[src/rtl/cde_pkg.sv]
// cde_pkg: types, constants and helpers for the clock digit editor
// no dependencies; imported by the top level and the testbench

package cde_pkg;

    localparam int unsigned NUM_DIGITS = 4;
    localparam int unsigned MAX_WRITES = 5;
    localparam int unsigned CNT_W      = 3;
    localparam int unsigned CFG_IDX_W  = 1;
    localparam int unsigned CFG_DATA_W = 8;

    typedef enum logic [3:0] {
        REQ_SET_TIME    = 4'd0,
        REQ_CURSOR_ON   = 4'd1,
        REQ_CURSOR_OFF  = 4'd2,
        REQ_MOVE_LEFT   = 4'd3,
        REQ_MOVE_RIGHT  = 4'd4,
        REQ_INCREMENT   = 4'd5,
        REQ_BLINK_TICK  = 4'd6,
        REQ_DISPLAY_OFF = 4'd7,
        REQ_DISPLAY_ON  = 4'd8
    } req_code_t;

    localparam logic [CFG_IDX_W-1:0] REG_BRIGHTNESS     = 1'd0;
    localparam logic [CFG_IDX_W-1:0] REG_CURSOR_ALLOWED = 1'd1;

    localparam logic [2:0] CURSOR_OFF = 3'd4;
    localparam logic [7:0] SEG_BLANK  = 8'h00;

    localparam logic [7:0] SEG_CODES [10] = '{
        8'h3f, 8'h06, 8'h5b, 8'h4f, 8'h66, 8'h6d, 8'h7d, 8'h07, 8'h7f, 8'h6f
    };

    typedef struct packed {
        logic       is_brightness;
        logic [1:0] digit_index;
        logic [7:0] segments;
        logic       last;
    } write_t;

    function automatic logic [7:0] seg_of(input logic [3:0] v);
        logic [7:0] s;
        s = SEG_BLANK;
        if (v <= 4'd9)
        begin
            s = SEG_CODES[v];
        end
        return s;
    endfunction

    function automatic write_t mk_write(input logic b, input logic [1:0] idx,
                                        input logic [7:0] seg);
        write_t w;
        w.is_brightness = b;
        w.digit_index   = idx;
        w.segments      = seg;
        w.last          = 1'b0;
        return w;
    endfunction

endpackage

[src/rtl/cde_if.sv]
// cde_if: valid/ready channels for editor requests and display writes
// no dependencies; used by the top level and the testbench

interface cde_req_if;
    logic       valid;
    logic       ready;
    logic [3:0] req_type;
    logic [6:0] hours;
    logic [6:0] minutes;

    modport source (output valid, output req_type, output hours, output minutes,
                    input ready);
    modport sink   (input valid, input req_type, input hours, input minutes,
                    output ready);
endinterface

interface cde_wr_if;
    logic       valid;
    logic       ready;
    logic       is_brightness;
    logic [1:0] digit_index;
    logic [7:0] segments;
    logic       last;

    modport source (output valid, output is_brightness, output digit_index,
                    output segments, output last, input ready);
    modport sink   (input valid, input is_brightness, input digit_index,
                    input segments, input last, output ready);
endinterface

[src/rtl/clock_digit_editor_display.sv]
// clock_digit_editor_display: four-digit HH:MM editor that turns set time, cursor,
// increment, blink and display on/off requests into seven-segment display writes;
// depends on cde_pkg and cde_if. Each request is decoded in the cycle of its
// transfer: the digit, cursor and blink state update at once and the writes it
// causes (zero to five) are captured as a batch, which drains one write per cycle
// through a registered output stage while the display is ready. A request with
// writes holds off the next one until its final write enters the output register,
// and the next request can transfer in that same cycle. Configuration writes
// (brightness byte, cursor enable) take effect on the next request.

module clock_digit_editor_display
    import cde_pkg::*;
(
    input  logic                  clk,
    input  logic                  rst_n,
    input  logic                  wr_en,
    input  logic [CFG_IDX_W-1:0]  wr_index,
    input  logic [CFG_DATA_W-1:0] wr_data,
    cde_req_if.sink               req,
    cde_wr_if.source              disp
);

    logic [3:0]        digit_reg [NUM_DIGITS];
    logic [3:0]        digit_next [NUM_DIGITS];
    logic [2:0]        cursor_reg, cursor_next;
    logic              blink_reg, blink_next;
    logic [7:0]        brightness_reg;
    logic              cursor_allowed_reg;

    write_t            batch_reg [MAX_WRITES];
    write_t            batch_next [MAX_WRITES];
    logic [CNT_W-1:0]  pend_cnt_reg, pend_cnt_next;
    write_t            out_reg, out_next;
    logic              out_valid_reg, out_valid_next;

    write_t            items [MAX_WRITES];
    logic [CNT_W-1:0]  n_items;
    logic [3:0]        new_digits [NUM_DIGITS];

    logic              load;
    logic              accept;
    logic              cursor_on;
    logic [1:0]        cur_idx;
    logic [3:0]        cur_val;
    logic [3:0]        limit;
    logic [14:0]       prod_h, prod_m;
    logic [3:0]        q_h, q_m;
    logic [6:0]        rem_h, rem_m;

    assign load      = (pend_cnt_reg != '0) && (!out_valid_reg || disp.ready);
    assign req.ready = (pend_cnt_reg == '0) || ((pend_cnt_reg == CNT_W'(1)) && load);
    assign accept    = req.valid && req.ready;

    assign cursor_on = !cursor_reg[2];
    assign cur_idx   = cursor_reg[1:0];
    assign cur_val   = digit_reg[cur_idx];

    // divide by ten through a reciprocal, exact for seven-bit values
    assign prod_h = 15'(req.hours) * 15'd205;
    assign prod_m = 15'(req.minutes) * 15'd205;
    assign q_h    = prod_h[14:11];
    assign q_m    = prod_m[14:11];
    assign rem_h  = req.hours - 7'(q_h * 7'd10);
    assign rem_m  = req.minutes - 7'(q_m * 7'd10);

    always_comb
    begin
        new_digits[0] = q_h;
        new_digits[1] = rem_h[3:0];
        new_digits[2] = q_m;
        new_digits[3] = rem_m[3:0];

        if (cur_idx == 2'd0)
        begin
            limit = 4'd2;
        end
        else if (cur_idx == 2'd1)
        begin
            limit = (digit_reg[0] == 4'd2) ? 4'd3 : 4'd9;
        end
        else if (cur_idx == 2'd2)
        begin
            limit = 4'd5;
        end
        else
        begin
            limit = 4'd9;
        end
    end

    // request decode: next state and the batch of writes
    always_comb
    begin
        for (int i = 0; i < NUM_DIGITS; i++)
        begin
            digit_next[i] = digit_reg[i];
        end
        cursor_next = cursor_reg;
        blink_next  = blink_reg;
        n_items     = '0;
        for (int i = 0; i < MAX_WRITES; i++)
        begin
            items[i] = mk_write(1'b0, 2'd0, SEG_BLANK);
        end

        unique case (req.req_type) inside
            REQ_SET_TIME:
            begin
                for (int i = 0; i < NUM_DIGITS; i++)
                begin
                    digit_next[i] = new_digits[i];
                    if (new_digits[i] <= 4'd9)
                    begin
                        items[n_items] = mk_write(1'b0, 2'(i), seg_of(new_digits[i]));
                        n_items        = n_items + CNT_W'(1);
                    end
                end
            end
            REQ_CURSOR_ON, REQ_CURSOR_OFF:
            begin
                if (req.req_type == REQ_CURSOR_ON && cursor_allowed_reg)
                begin
                    cursor_next = 3'd0;
                end
                else
                begin
                    if (cursor_on)
                    begin
                        items[0] = mk_write(1'b0, cur_idx, seg_of(cur_val));
                        n_items  = CNT_W'(1);
                    end
                    cursor_next = CURSOR_OFF;
                end
            end
            REQ_MOVE_LEFT, REQ_MOVE_RIGHT:
            begin
                if (cursor_allowed_reg && cursor_on)
                begin
                    items[0] = mk_write(1'b0, cur_idx, seg_of(cur_val));
                    n_items  = CNT_W'(1);
                    if (req.req_type == REQ_MOVE_LEFT)
                    begin
                        cursor_next = {1'b0, cur_idx - 2'd1};
                    end
                    else
                    begin
                        cursor_next = {1'b0, cur_idx + 2'd1};
                    end
                end
            end
            REQ_INCREMENT:
            begin
                if (cursor_on)
                begin
                    digit_next[cur_idx] = (cur_val >= limit) ? 4'd0 : cur_val + 4'd1;
                end
            end
            REQ_BLINK_TICK:
            begin
                if (cursor_on)
                begin
                    blink_next = !blink_reg;
                    items[0]   = mk_write(1'b0, cur_idx,
                                          blink_reg ? SEG_BLANK : seg_of(cur_val));
                    n_items    = CNT_W'(1);
                end
            end
            REQ_DISPLAY_OFF:
            begin
                for (int i = 0; i < NUM_DIGITS; i++)
                begin
                    items[i] = mk_write(1'b0, 2'(i), SEG_BLANK);
                end
                n_items = CNT_W'(NUM_DIGITS);
            end
            REQ_DISPLAY_ON:
            begin
                items[0] = mk_write(1'b1, 2'd0, brightness_reg);
                for (int i = 0; i < NUM_DIGITS; i++)
                begin
                    items[i+1] = mk_write(1'b0, 2'(i), SEG_CODES[0]);
                end
                n_items = CNT_W'(MAX_WRITES);
            end
            default:
            begin
                n_items = '0;
            end
        endcase

        for (int i = 0; i < MAX_WRITES; i++)
        begin
            if (CNT_W'(i) + CNT_W'(1) == n_items)
            begin
                items[i].last = 1'b1;
            end
        end
    end

    // batch buffer and output stage
    always_comb
    begin
        batch_next     = batch_reg;
        pend_cnt_next  = pend_cnt_reg;
        out_next       = out_reg;
        out_valid_next = out_valid_reg;

        if (load)
        begin
            out_next       = batch_reg[0];
            out_valid_next = 1'b1;
            for (int i = 0; i < MAX_WRITES - 1; i++)
            begin
                batch_next[i] = batch_reg[i+1];
            end
            pend_cnt_next = pend_cnt_reg - CNT_W'(1);
        end
        else if (disp.ready)
        begin
            out_valid_next = 1'b0;
        end

        if (accept)
        begin
            batch_next    = items;
            pend_cnt_next = n_items;
        end
    end

    always_ff @(posedge clk or negedge rst_n)
    begin
        if (!rst_n)
        begin
            digit_reg[0]       <= 4'd1;
            digit_reg[1]       <= 4'd2;
            digit_reg[2]       <= 4'd0;
            digit_reg[3]       <= 4'd0;
            cursor_reg         <= CURSOR_OFF;
            blink_reg          <= 1'b0;
            brightness_reg     <= '0;
            cursor_allowed_reg <= 1'b1;
            pend_cnt_reg       <= '0;
            out_valid_reg      <= 1'b0;
        end
        else
        begin
            if (accept)
            begin
                digit_reg  <= digit_next;
                cursor_reg <= cursor_next;
                blink_reg  <= blink_next;
            end
            if (wr_en)
            begin
                if (wr_index == REG_BRIGHTNESS)
                begin
                    brightness_reg <= wr_data;
                end
                if (wr_index == REG_CURSOR_ALLOWED)
                begin
                    cursor_allowed_reg <= wr_data[0];
                end
            end
            pend_cnt_reg  <= pend_cnt_next;
            out_valid_reg <= out_valid_next;
        end
    end

    always_ff @(posedge clk)
    begin
        batch_reg <= batch_next;
        out_reg   <= out_next;
    end

    assign disp.valid         = out_valid_reg;
    assign disp.is_brightness = out_reg.is_brightness;
    assign disp.digit_index   = out_reg.digit_index;
    assign disp.segments      = out_reg.segments;
    assign disp.last          = out_reg.last;

    a_pend_bound: assert property (@(posedge clk) disable iff (!rst_n)
        pend_cnt_reg <= CNT_W'(MAX_WRITES))
        else $error("pending write count out of range");

    a_busy_not_ready: assert property (@(posedge clk) disable iff (!rst_n)
        pend_cnt_reg > CNT_W'(1) |-> !req.ready)
        else $error("request taken while a batch is still draining");

    a_cursor_range: assert property (@(posedge clk) disable iff (!rst_n)
        cursor_reg <= CURSOR_OFF)
        else $error("cursor position out of range");

    a_drain_gap: assert property (@(posedge clk) disable iff (!rst_n)
        disp.valid && disp.ready && disp.last && pend_cnt_reg == '0 |=> !disp.valid)
        else $error("write shown after the final transfer with nothing pending");

    a_blink_on_transfer: assert property (@(posedge clk) disable iff (!rst_n)
        !$stable(blink_reg) |-> $past(req.valid && req.ready))
        else $error("blink phase changed without a request transfer");

endmodule

[src/flat_wrapper.sv]
// flat-port wrapper written by rule: the top's interface ports become plain ports
module clock_digit_editor_display_flat import cde_pkg::*;
  (clk, rst_n, wr_en, wr_index, wr_data, req_valid, req_req_type, req_hours, req_minutes, req_ready, disp_valid, disp_is_brightness, disp_digit_index, disp_segments, disp_last, disp_ready);
  cde_req_if req_i ();
  cde_wr_if disp_i ();
  input  logic clk;
  input  logic rst_n;
  input  logic wr_en;
  input  logic [CFG_IDX_W-1:0] wr_index;
  input  logic [CFG_DATA_W-1:0] wr_data;
  input wire logic [$bits(req_i.valid)-1:0] req_valid;
  input wire logic [$bits(req_i.req_type)-1:0] req_req_type;
  input wire logic [$bits(req_i.hours)-1:0] req_hours;
  input wire logic [$bits(req_i.minutes)-1:0] req_minutes;
  output wire logic [$bits(req_i.ready)-1:0] req_ready;
  output wire logic [$bits(disp_i.valid)-1:0] disp_valid;
  output wire logic [$bits(disp_i.is_brightness)-1:0] disp_is_brightness;
  output wire logic [$bits(disp_i.digit_index)-1:0] disp_digit_index;
  output wire logic [$bits(disp_i.segments)-1:0] disp_segments;
  output wire logic [$bits(disp_i.last)-1:0] disp_last;
  input wire logic [$bits(disp_i.ready)-1:0] disp_ready;
  assign req_i.valid = req_valid;
  assign req_i.req_type = req_req_type;
  assign req_i.hours = req_hours;
  assign req_i.minutes = req_minutes;
  assign req_ready = req_i.ready;
  assign disp_valid = disp_i.valid;
  assign disp_is_brightness = disp_i.is_brightness;
  assign disp_digit_index = disp_i.digit_index;
  assign disp_segments = disp_i.segments;
  assign disp_last = disp_i.last;
  assign disp_i.ready = disp_ready;
  clock_digit_editor_display u_core (.clk(clk), .rst_n(rst_n), .wr_en(wr_en), .wr_index(wr_index), .wr_data(wr_data), .req(req_i), .disp(disp_i));
endmodule
[config.mk]
export PLATFORM = sky130hd
export DESIGN_NAME = clock_digit_editor_display_flat
export DESIGN_NICKNAME = d
export VERILOG_FILES = /design/src/rtl/cde_pkg.sv /design/src/rtl/cde_if.sv /design/src/rtl/clock_digit_editor_display.sv /design/src/flat_wrapper.sv
export SDC_FILE = /design/constraint.sdc
export NUM_CORES = 1
export LEC_CHECK = 0
export BUFFER_PORTS_ARGS = -buffer_cell sky130_fd_sc_hd__buf_2
export CAP_MARGIN = 20
export CORE_ASPECT_RATIO = 1.1
export CORE_MARGIN = 10
export CORE_UTILIZATION = 25
export DETAILED_ROUTE_END_ITERATION = 8
export GPL_TIMING_DRIVEN = 1
export HOLD_SLACK_MARGIN = 0.05
export PLACE_DENSITY_LB_ADDON = 0.15
export SYNTH_ARGS = -nofsm -noshare
export SYNTH_HDL_FRONTEND = slang
export SYNTH_SLANG_ARGS = --single-unit
[constraint.sdc]
create_clock -name clk -period 8.35 [get_ports clk]
set_input_delay 0.4175 -clock clk [delete_from_list [all_inputs] [get_ports clk]]
set_output_delay 0.4175 -clock clk [all_outputs]
set_load 0.005 [all_outputs]
# Word-level counts from Yosys, hierarchy flattened
# Memory sizes are Yosys's and may differ from the RTL's.
# Cells that the tools add are included.
dict set report word_totals {
  regBits 105
  latch_bits 0
  ramBits 0
  romBits 640
  inputBits 32
  out_inout_bits 14
  word_cells 210
  memories 5
}
dict set report classes {
  n_addsub 9
  multipliers 4
  div_mod_pow 0
  order_cmp 19
  eq_ne 19
  shifts 0
  n_mux 80
  n_bitwise 11
  n_reduce_logical 29
}
# memory words word_bits rd rd_ports_with_merged_regs write_ports line_no
set mem_list {}
lappend mem_list {{(name not given)} 16 8 1 0 0 cde_pkg.sv:46} ;# s = SEG_CODES[v];
lappend mem_list {{(name not given)} 16 8 1 0 0 cde_pkg.sv:46}
lappend mem_list {{(name not given)} 16 8 1 0 0 cde_pkg.sv:46}
lappend mem_list {{(name not given)} 16 8 1 0 0 cde_pkg.sv:46}
lappend mem_list {{(name not given)} 16 8 1 0 0 cde_pkg.sv:46}
# op n
set op_table {}
lappend op_table {{$mux W60} 6}
lappend op_table {{$bwmux W60} 3}
lappend op_table {{$mux W8} 18}
lappend op_table {{$demux W12 S3} 3}
lappend op_table {{$pmux W36 S3} 1}
lappend op_table {{$mux W12} 5}
lappend op_table {{$pmux W12 S5} 1}
lappend op_table {{$mux W48} 1}
lappend op_table {{$mux W11} 3}
lappend op_table {{$mux W3} 11}
lappend op_table {{$mux W4} 8}
lappend op_table {{$pmux W16 S2} 1}
lappend op_table {{$mul A7 B8 Y15 const B} 2}
lappend op_table {{$ge A5 B5 Y1 const B} 5}
lappend op_table {{$not A4 Y5} 5}
lappend op_table {{$pmux W12 S2} 1}
lappend op_table {{$le A4 B4 Y1 const B} 5}
lappend op_table {{$pmux W3 S6} 1}
lappend op_table {{$bwmux W16} 1}
lappend op_table {{$eq A4 B3 Y1 const B} 4}
lappend op_table {{$mux W16} 1}
lappend op_table {{$eq A4 B2 Y1 const B} 3}
lappend op_table {{$ge A4 B4 Y1 const B} 3}
lappend op_table {{$lt A4 B1 Y1 const B} 3}
lappend op_table {{other kinds (40)} 76}

# Logic depth before layout (Yosys ltp)
# Gate-level depths: netlist of run 1.
dict set report depth {
  depth_word 20
  depth_mapped 29
  ltp_nobuf 28
}

# Worst setup path after synthesis of run 1
# OpenSTA, ideal clock, no wires.
dict set report synth_path {
  path_kind {input to register}
  startpoint {in req_hours[4]}
  endpoint {reg u_core.batch_reg[12] (netlist bit) (data pin)}
  setup_time_ns 0.269
  t_arrival_ns 6.792
  required_ns 8.081
  setup_slack_ns 1.289
  cell_stages 27
  n_path_buf 1
  path_cell_list {ha_1 ha_1 fa_1 inv_1 fa_1 inv_1 ha_1 a21o_1 a21o_1 a21o_1 a21oi_1 xnor2_1 ha_1 fa_1 xor2_1 xnor3_1 xnor3_1 nand2_1 inv_1 fa_1 clkbuf_1 inv_1 ha_1 and4_1 mux2_1 nor2_1 o41ai_2}
}
# item line_no
set synth_lines {}
lappend synth_lines {{from (decl)} flat_wrapper.sv:13} ;# input wire logic [$bits(req_i.hours)-1:0] req_hours;
lappend synth_lines {{to (signal assigned)} clock_digit_editor_display.sv:271} ;# batch_reg <= batch_next;
lappend synth_lines {{to (decl)} clock_digit_editor_display.sv:30} ;# write_t batch_reg [MAX_WRITES];

==> flow_summary.ini, run 1 <==
[clock_network]
clockBufferDepth = 2
cts_tree = done
cts_buffers = 9
cts_resized = 0
cts_sinks = 96
htree_levels = 3
insertion_delay_ns = 0.36
cts_setup_buffers = 0
postCtsHoldBufs = 0
root_buffer = clkbuf_16
clkSlewWorstSetupHoldPaths_ns = 0.08

[placement]
io_buffer_count = 45
postPlaceCellArea_mm2 = 0.00918
post-dp-hpwl_mm = 20.5
routabilityCongestion = 0.863

[power_and_ir_drop]
p_int_mw = 1.95
combPwrFrac = 0.670
clockPowerShare = 0.110
pwr-share-seq = 0.220
finalPower_mw = 3.99
cellPowerDensity_mw_per_mm2 = 419
swShare = 0.512
switchingPower_mw = 2.04
irDropWorstVdd_mv = 0.159
p_leak_nw = 4.16

[drt]
routed-via-count = 6913
first_iter_violations = 502
wl_per_cell_um = 19.0
ant_nets = 0
drc = 0
totalWireLength_mm = 26.1
vias_per_cell = 5.03
first_pass_iters = 5

[sta]
clock.fmax_mhz = 132
setup_viol = 0
clock-skew-final_ns = 0.00819
setup_tns_ns = 0
fin_crit_sh = 0.905
rsz0062_at_grt = false
hold_viol_final = 0
period_needed_ns = 7.55
worstMarginPinSlew_ns = 1.08
slew_headroom = 0.276
final_max_slew_viol_count = 0

[floorplanning]
dieWidth_um = 196
core-area_mm2 = 0.0334
rows = 70
die_area_mm2 = 0.0417
start_util = 0.254
die_h_um = 213
ioPinCount = 46

[synthesis]
synth_warnings = 0
netlist_instances = 903
ys.flop_type = edfxtp_1
ys_seq_area_frac = 0.321
synthesis.nets = 1068
avgSynthCellArea_um2 = 9.40
synth-async-reset-ratio = 0.344
synth.distinct_cells = 76
syn_area_mm2 = 0.00849
synth-edff-count = 63
ys_seq_elements = 96

[critical_path]
path_buf_inv = 5
crit_type = in -> reg
end_kind = flop
timing.rr.start = u_core.cursor_reg[1]
reg2reg_to = u_core.batch_reg[50]
path_delay_family = adder cells
critPathArrivalTime_ns = 7.64
reg2regPathDepth = 9
cpMaxStageDelayCell = fa_1
rrSetupSlack_ns = 4.49
startpoint = req_hours[4]
cp_common_cell = ha_1
crit_path_start_kind = input port
cp.depth = 27
slowest_delay_ns = 0.70
required_ns = 8.44
crit_fanout = 9

[status]
status = finished, final reports clean

[final_layout]
largest_reg_flops = 51
drive_gt1_frac = 0.111
postLayoutCellArea_mm2 = 0.00952
nets = 1101
final_core_util = 0.285
syn_to_final_growth_pct = 12.2
num_antenna_cells = 0

[global_routing]
grt_pass1_wl_mm = 40.8
grt_usage = 0.124
grt_pass1_vias = 6906
antenna_found_initial = 0
grt_start_max_net_pins = 46
gr-total-overflow = 0

[hold_path]
hold_class = in -> async

[run]
maxCapViolCount = 0
through the flow:
step	instances	hold WS [ns]	setup WS (ns)
after floorplan	903	0.122	1.29
after global placement	1355	0.403	0.633
after detailed placement	1355	0.407	0.478
after CTS	1371	0.183	0.828
after global routing	1373	0.210	0.333
final	1373	0.150	0.797
per-layer routing:
metal  GRT usage  wire length, um  part of all wire
met5           0                0                 0
met4      0.0377              420             0.016
met3      0.0144             1070             0.041
met2       0.199            11900              0.46
met1       0.171            12700              0.49
synthesized netlist by cell type (8+ instances only):
library cell / number / area share
a22oi_1: 20 / 0.018
a211oi_1: 12 / 0.011
a21oi_1: 48 / 0.028
nand2b_1: 11 / 0.0081
edfxtp_1: 63 / 0.22
dfrtp_1: 29 / 0.085
o31ai_1: 9 / 0.0080
mux2_2: 11 / 0.015
clkbuf_1: 27 / 0.012
inv_1: 87 / 0.038
and3_1: 8 / 0.0059
nand3_1: 26 / 0.015
a21o_1: 10 / 0.0088
nand2_1: 87 / 0.038
o21ai_0: 75 / 0.044
nor2_1: 48 / 0.021
mux2i_1: 13 / 0.015
xnor2_1: 18 / 0.019
fa_1: 19 / 0.045
or3_1: 18 / 0.013
a31oi_1: 19 / 0.014
ha_1: 114 / 0.17
logic make-up after synthesis:
group                    synth area share
adder cells (fa/ha/maj)             0.213
AO/OA/AOI/OAI                       0.203
multiplexers                       0.0419
flip-flops                          0.321
buffers and inverters              0.0556
AND/OR/NAND/NOR                     0.133
XOR/XNOR                           0.0335
layout make-up:
| class | count | area (um2) |
|---|---|---|
| flip-flops and latches | 96 | 2720 |
| repair buffers | 55 | 320 |
| well taps | 432 | 541 |
| multi-input cells | 685 | 5300 |
| inverters | 89 | 334 |
| clock inverters | 7 | 81.3 |
| fillers | 3593 | 23800 |
| clock buffers | 9 | 225 |
power groups by stage:
stage	combinational [mW]	sequential, mW	clock, mW
after floorplan	1.87	0.865	0
after global placement	2.66	0.892	0
after detailed placement	2.63	0.893	0
after CTS	2.65	0.884	0.451
after global routing	2.96	0.902	0.467
final	2.68	0.878	0.440
how the worst max path moves through the flow:
stage	end	slack, ns
finish	u_core.batch_reg[12]	0.80
global route	u_core.batch_reg[12]	0.33
floorplan	u_core.batch_reg[12]	1.29
global placement	u_core.batch_reg[12]	0.63
CTS	u_core.batch_reg[12]	0.83
detailed placement	u_core.batch_reg[12]	0.48
cell usage in the layout (no fill, tap or decap), types with 9 or more instances in the layout:
| cell | Yosys | routed |
|---|---|---|
| nand3_1 | 26 | 26 |
| fa_1 | 19 | 19 |
| nor2_1 | 48 | 48 |
| nand2b_1 | 11 | 11 |
| a21oi_1 | 48 | 48 |
| o21ai_0 | 75 | 74 |
| edfxtp_1 | 63 | 63 |
| mux2i_1 | 13 | 13 |
| buf_4 | 1 | 9 |
| a31oi_1 | 19 | 19 |
| a21o_1 | 10 | 10 |
| buf_2 | 2 | 45 |
| xnor2_1 | 18 | 18 |
| a22oi_1 | 20 | 20 |
| clkbuf_16 | 0 | 9 |
| inv_1 | 87 | 87 |
| dfrtp_1 | 29 | 29 |
| mux2_2 | 11 | 11 |
| o31ai_1 | 9 | 9 |
| or3_1 | 18 | 18 |
| ha_1 | 114 | 114 |
| nand2_1 | 87 | 86 |
| a211oi_1 | 12 | 12 |
(Power assumes the default switching activity.)
==> run 2: changes to the inputs <==
- ABC_AREA: unset -> 1
==> flow_summary.ini, run 2 <==
[critical_path]
path_delay_family = adder cells
crit_fanout = 12
end_kind = flop
reg2reg_to = u_core.batch_reg[52]
crit_path_start_kind = input port
critPathArrivalTime_ns = 6.35
cp_common_cell = nand2_1
timing.rr.start = u_core.cursor_reg[0]
reg2regPathDepth = 14
crit_type = in -> reg
cpMaxStageDelayCell = fa_1
slowest_delay_ns = 0.66
rrSetupSlack_ns = 5.10
path_buf_inv = 9
required_ns = 8.46

[drt]
wl_per_cell_um = 15.5
routed-via-count = 6969
vias_per_cell = 4.55
first_iter_violations = 329
first_pass_iters = 6
totalWireLength_mm = 23.7
ant_nets = 0
drc = 0

[placement]
io_buffer_count = 45
post-dp-hpwl_mm = 18.9
routabilityCongestion = 0.853
pre_cts_ws_ns = 1.65
postPlaceCellArea_mm2 = 0.00915
dp_cells = 1517

[clock_network]
postCtsHoldBufs = 0
insertion_delay_ns = 0.35
cts_buffers = 9
cts_setup_buffers = 0
clockBufferDepth = 2
root_buffer = clkbuf_16
clkSlewWorstSetupHoldPaths_ns = 0.06
htree_levels = 3
cts_resized = 0
cts_sinks = 96
cts_tree = done

[final_layout]
final_core_util = 0.283
mostFrequentLayoutCells = nand2_1 (239), inv_1 (156), ha_1 (114)
syn_to_final_growth_pct = 11.7
instances_no_fill = 1533
final_common_cell = nand2_1
num_antenna_cells = 0
postLayoutCellArea_mm2 = 0.00942
largest_reg_flops = 51
nets = 1261
drive_gt1_frac = 0.111

[power_and_ir_drop]
combPwrFrac = 0.656
cellPowerDensity_mw_per_mm2 = 397
finalPower_mw = 3.74
p_int_mw = 1.76
switchingPower_mw = 1.98
swShare = 0.530
pwr-share-seq = 0.240
irDropWorstVdd_mv = 0.186
clockPowerShare = 0.104
p_leak_nw = 4.61

[global_routing]
gr-total-overflow = 0
grt_start_max_net_pins = 47
grt_usage = 0.115
grt_pass1_vias = 7026
antenna_found_initial = 0
grt_pass1_wl_mm = 38.5

[sta]
period_needed_ns = 6.24
hold_viol_final = 0
holdWs_ns = 0.167
clock.fmax_mhz = 160
setup_tns_ns = 0
slew_headroom = 0.412
fin_crit_sh = 0.747
final_max_slew_viol_count = 0
clock-skew-final_ns = 0.0105
setup_viol = 0
rsz0062_at_grt = false
worstMarginPinSlew_ns = 0.883
setup_slack_ns = 2.11

[synthesis]
ys_seq_elements = 96
avgSynthCellArea_um2 = 8.00
netlist_top_cells_count = nand2_1 (239), inv_1 (156), ha_1 (114), nor2_1 (88), edfxtp_1 (63)
ys.flop_type = edfxtp_1
yosysMostFrequentCell = nand2_1
synth-async-reset-ratio = 0.344
synth_top_cells_by_area = edfxtp_1 (22%), ha_1 (17%), nand2_1 (11%)
synth-edff-count = 63
ys_seq_area_frac = 0.323
synth.distinct_cells = 50
synth_top_area_frac = 0.225
synth_top_cell_by_area = edfxtp_1
synth_warnings = 0
syn_area_mm2 = 0.00843
netlist_instances = 1053
synthesis.nets = 1218

[hold_path]
hold_class = in -> async

[floorplanning]
die_area_mm2 = 0.0415
die_h_um = 213
start_util = 0.253
dieWidth_um = 195
rows = 70
ioPinCount = 46
core-area_mm2 = 0.0333

[status]
status = finished, final reports clean

[run]
maxCapViolCount = 0
run 2: cell types whose count changed in the layout (fill, tap and decap cells not counted), sizes merged, moves of 16 or more:
cell   change
inv       +75
xnor2     -17
or3       -18
a22oi     -16
nand2    +166
nor2      +43
nand3     +27
run 2: logic make-up (layout without fill, tap and decap cells):
family          after synthesis  after routing  synth area share
compound gates              185            185             0.129
flops                        96             96             0.323
buf+inv                     183            231            0.0832
xor+xnor                     12             12            0.0143
mux                           7              7           0.00936
fa+ha+maj                   133            133             0.214
simple gates                437            437             0.227
run 2: worst register-to-register path: cells and delay by family (launching register included):
family	cells	cell delay, ns
compound gates	4	0.93
fa+ha+maj	1	0.29
buf+inv	3	0.63
flops	1	0.57
simple gates	6	0.58
run 2: cell type report:
| type | instances | area, um2 |
|---|---|---|
| fill | 3734 | 23900 |
| multi-input combinational | 774 | 5000 |
| sequential | 96 | 2720 |
| inverter | 165 | 619 |
| tap | 432 | 541 |
| timing repair buffer | 50 | 263 |
| clock buffer | 11 | 233 |
| clock inverter | 5 | 35.0 |
run 2: routing by layer:
layer,up-vias,GRT usage,routed length [um]
met3,22,0.0139,747
li1,3576,-,-
met1,3250,0.150,11200
met5,-,0,0
met2,121,0.196,11400
met4,0,0.0340,417
run 2: worst max-delay path by stage:
stage | slack, ns | endpoint | from | depth (start not counted)
after global routing | 1.55 | u_core.batch_reg[24] | req_hours[5] | 35
after CTS | 2.04 | u_core.batch_reg[24] | req_hours[5] | 35
final | 2.11 | u_core.batch_reg[24] | req_hours[4] | 38
after detailed placement | 1.65 | u_core.batch_reg[24] | req_hours[4] | 37
after global placement | 1.83 | u_core.batch_reg[24] | req_hours[4] | 38
after floorplan | 2.42 | u_core.batch_reg[24] | req_hours[4] | 37
run 2: power by group through the flow:
stage               combinational [mW]  sequential, mW  clock, mW
floorplan                         1.77           0.886          0
global placement                  2.47           0.906          0
CTS                               2.47           0.899      0.405
detailed placement                2.46           0.908          0
global route                      2.79           0.921      0.420
finish                            2.45           0.896      0.389
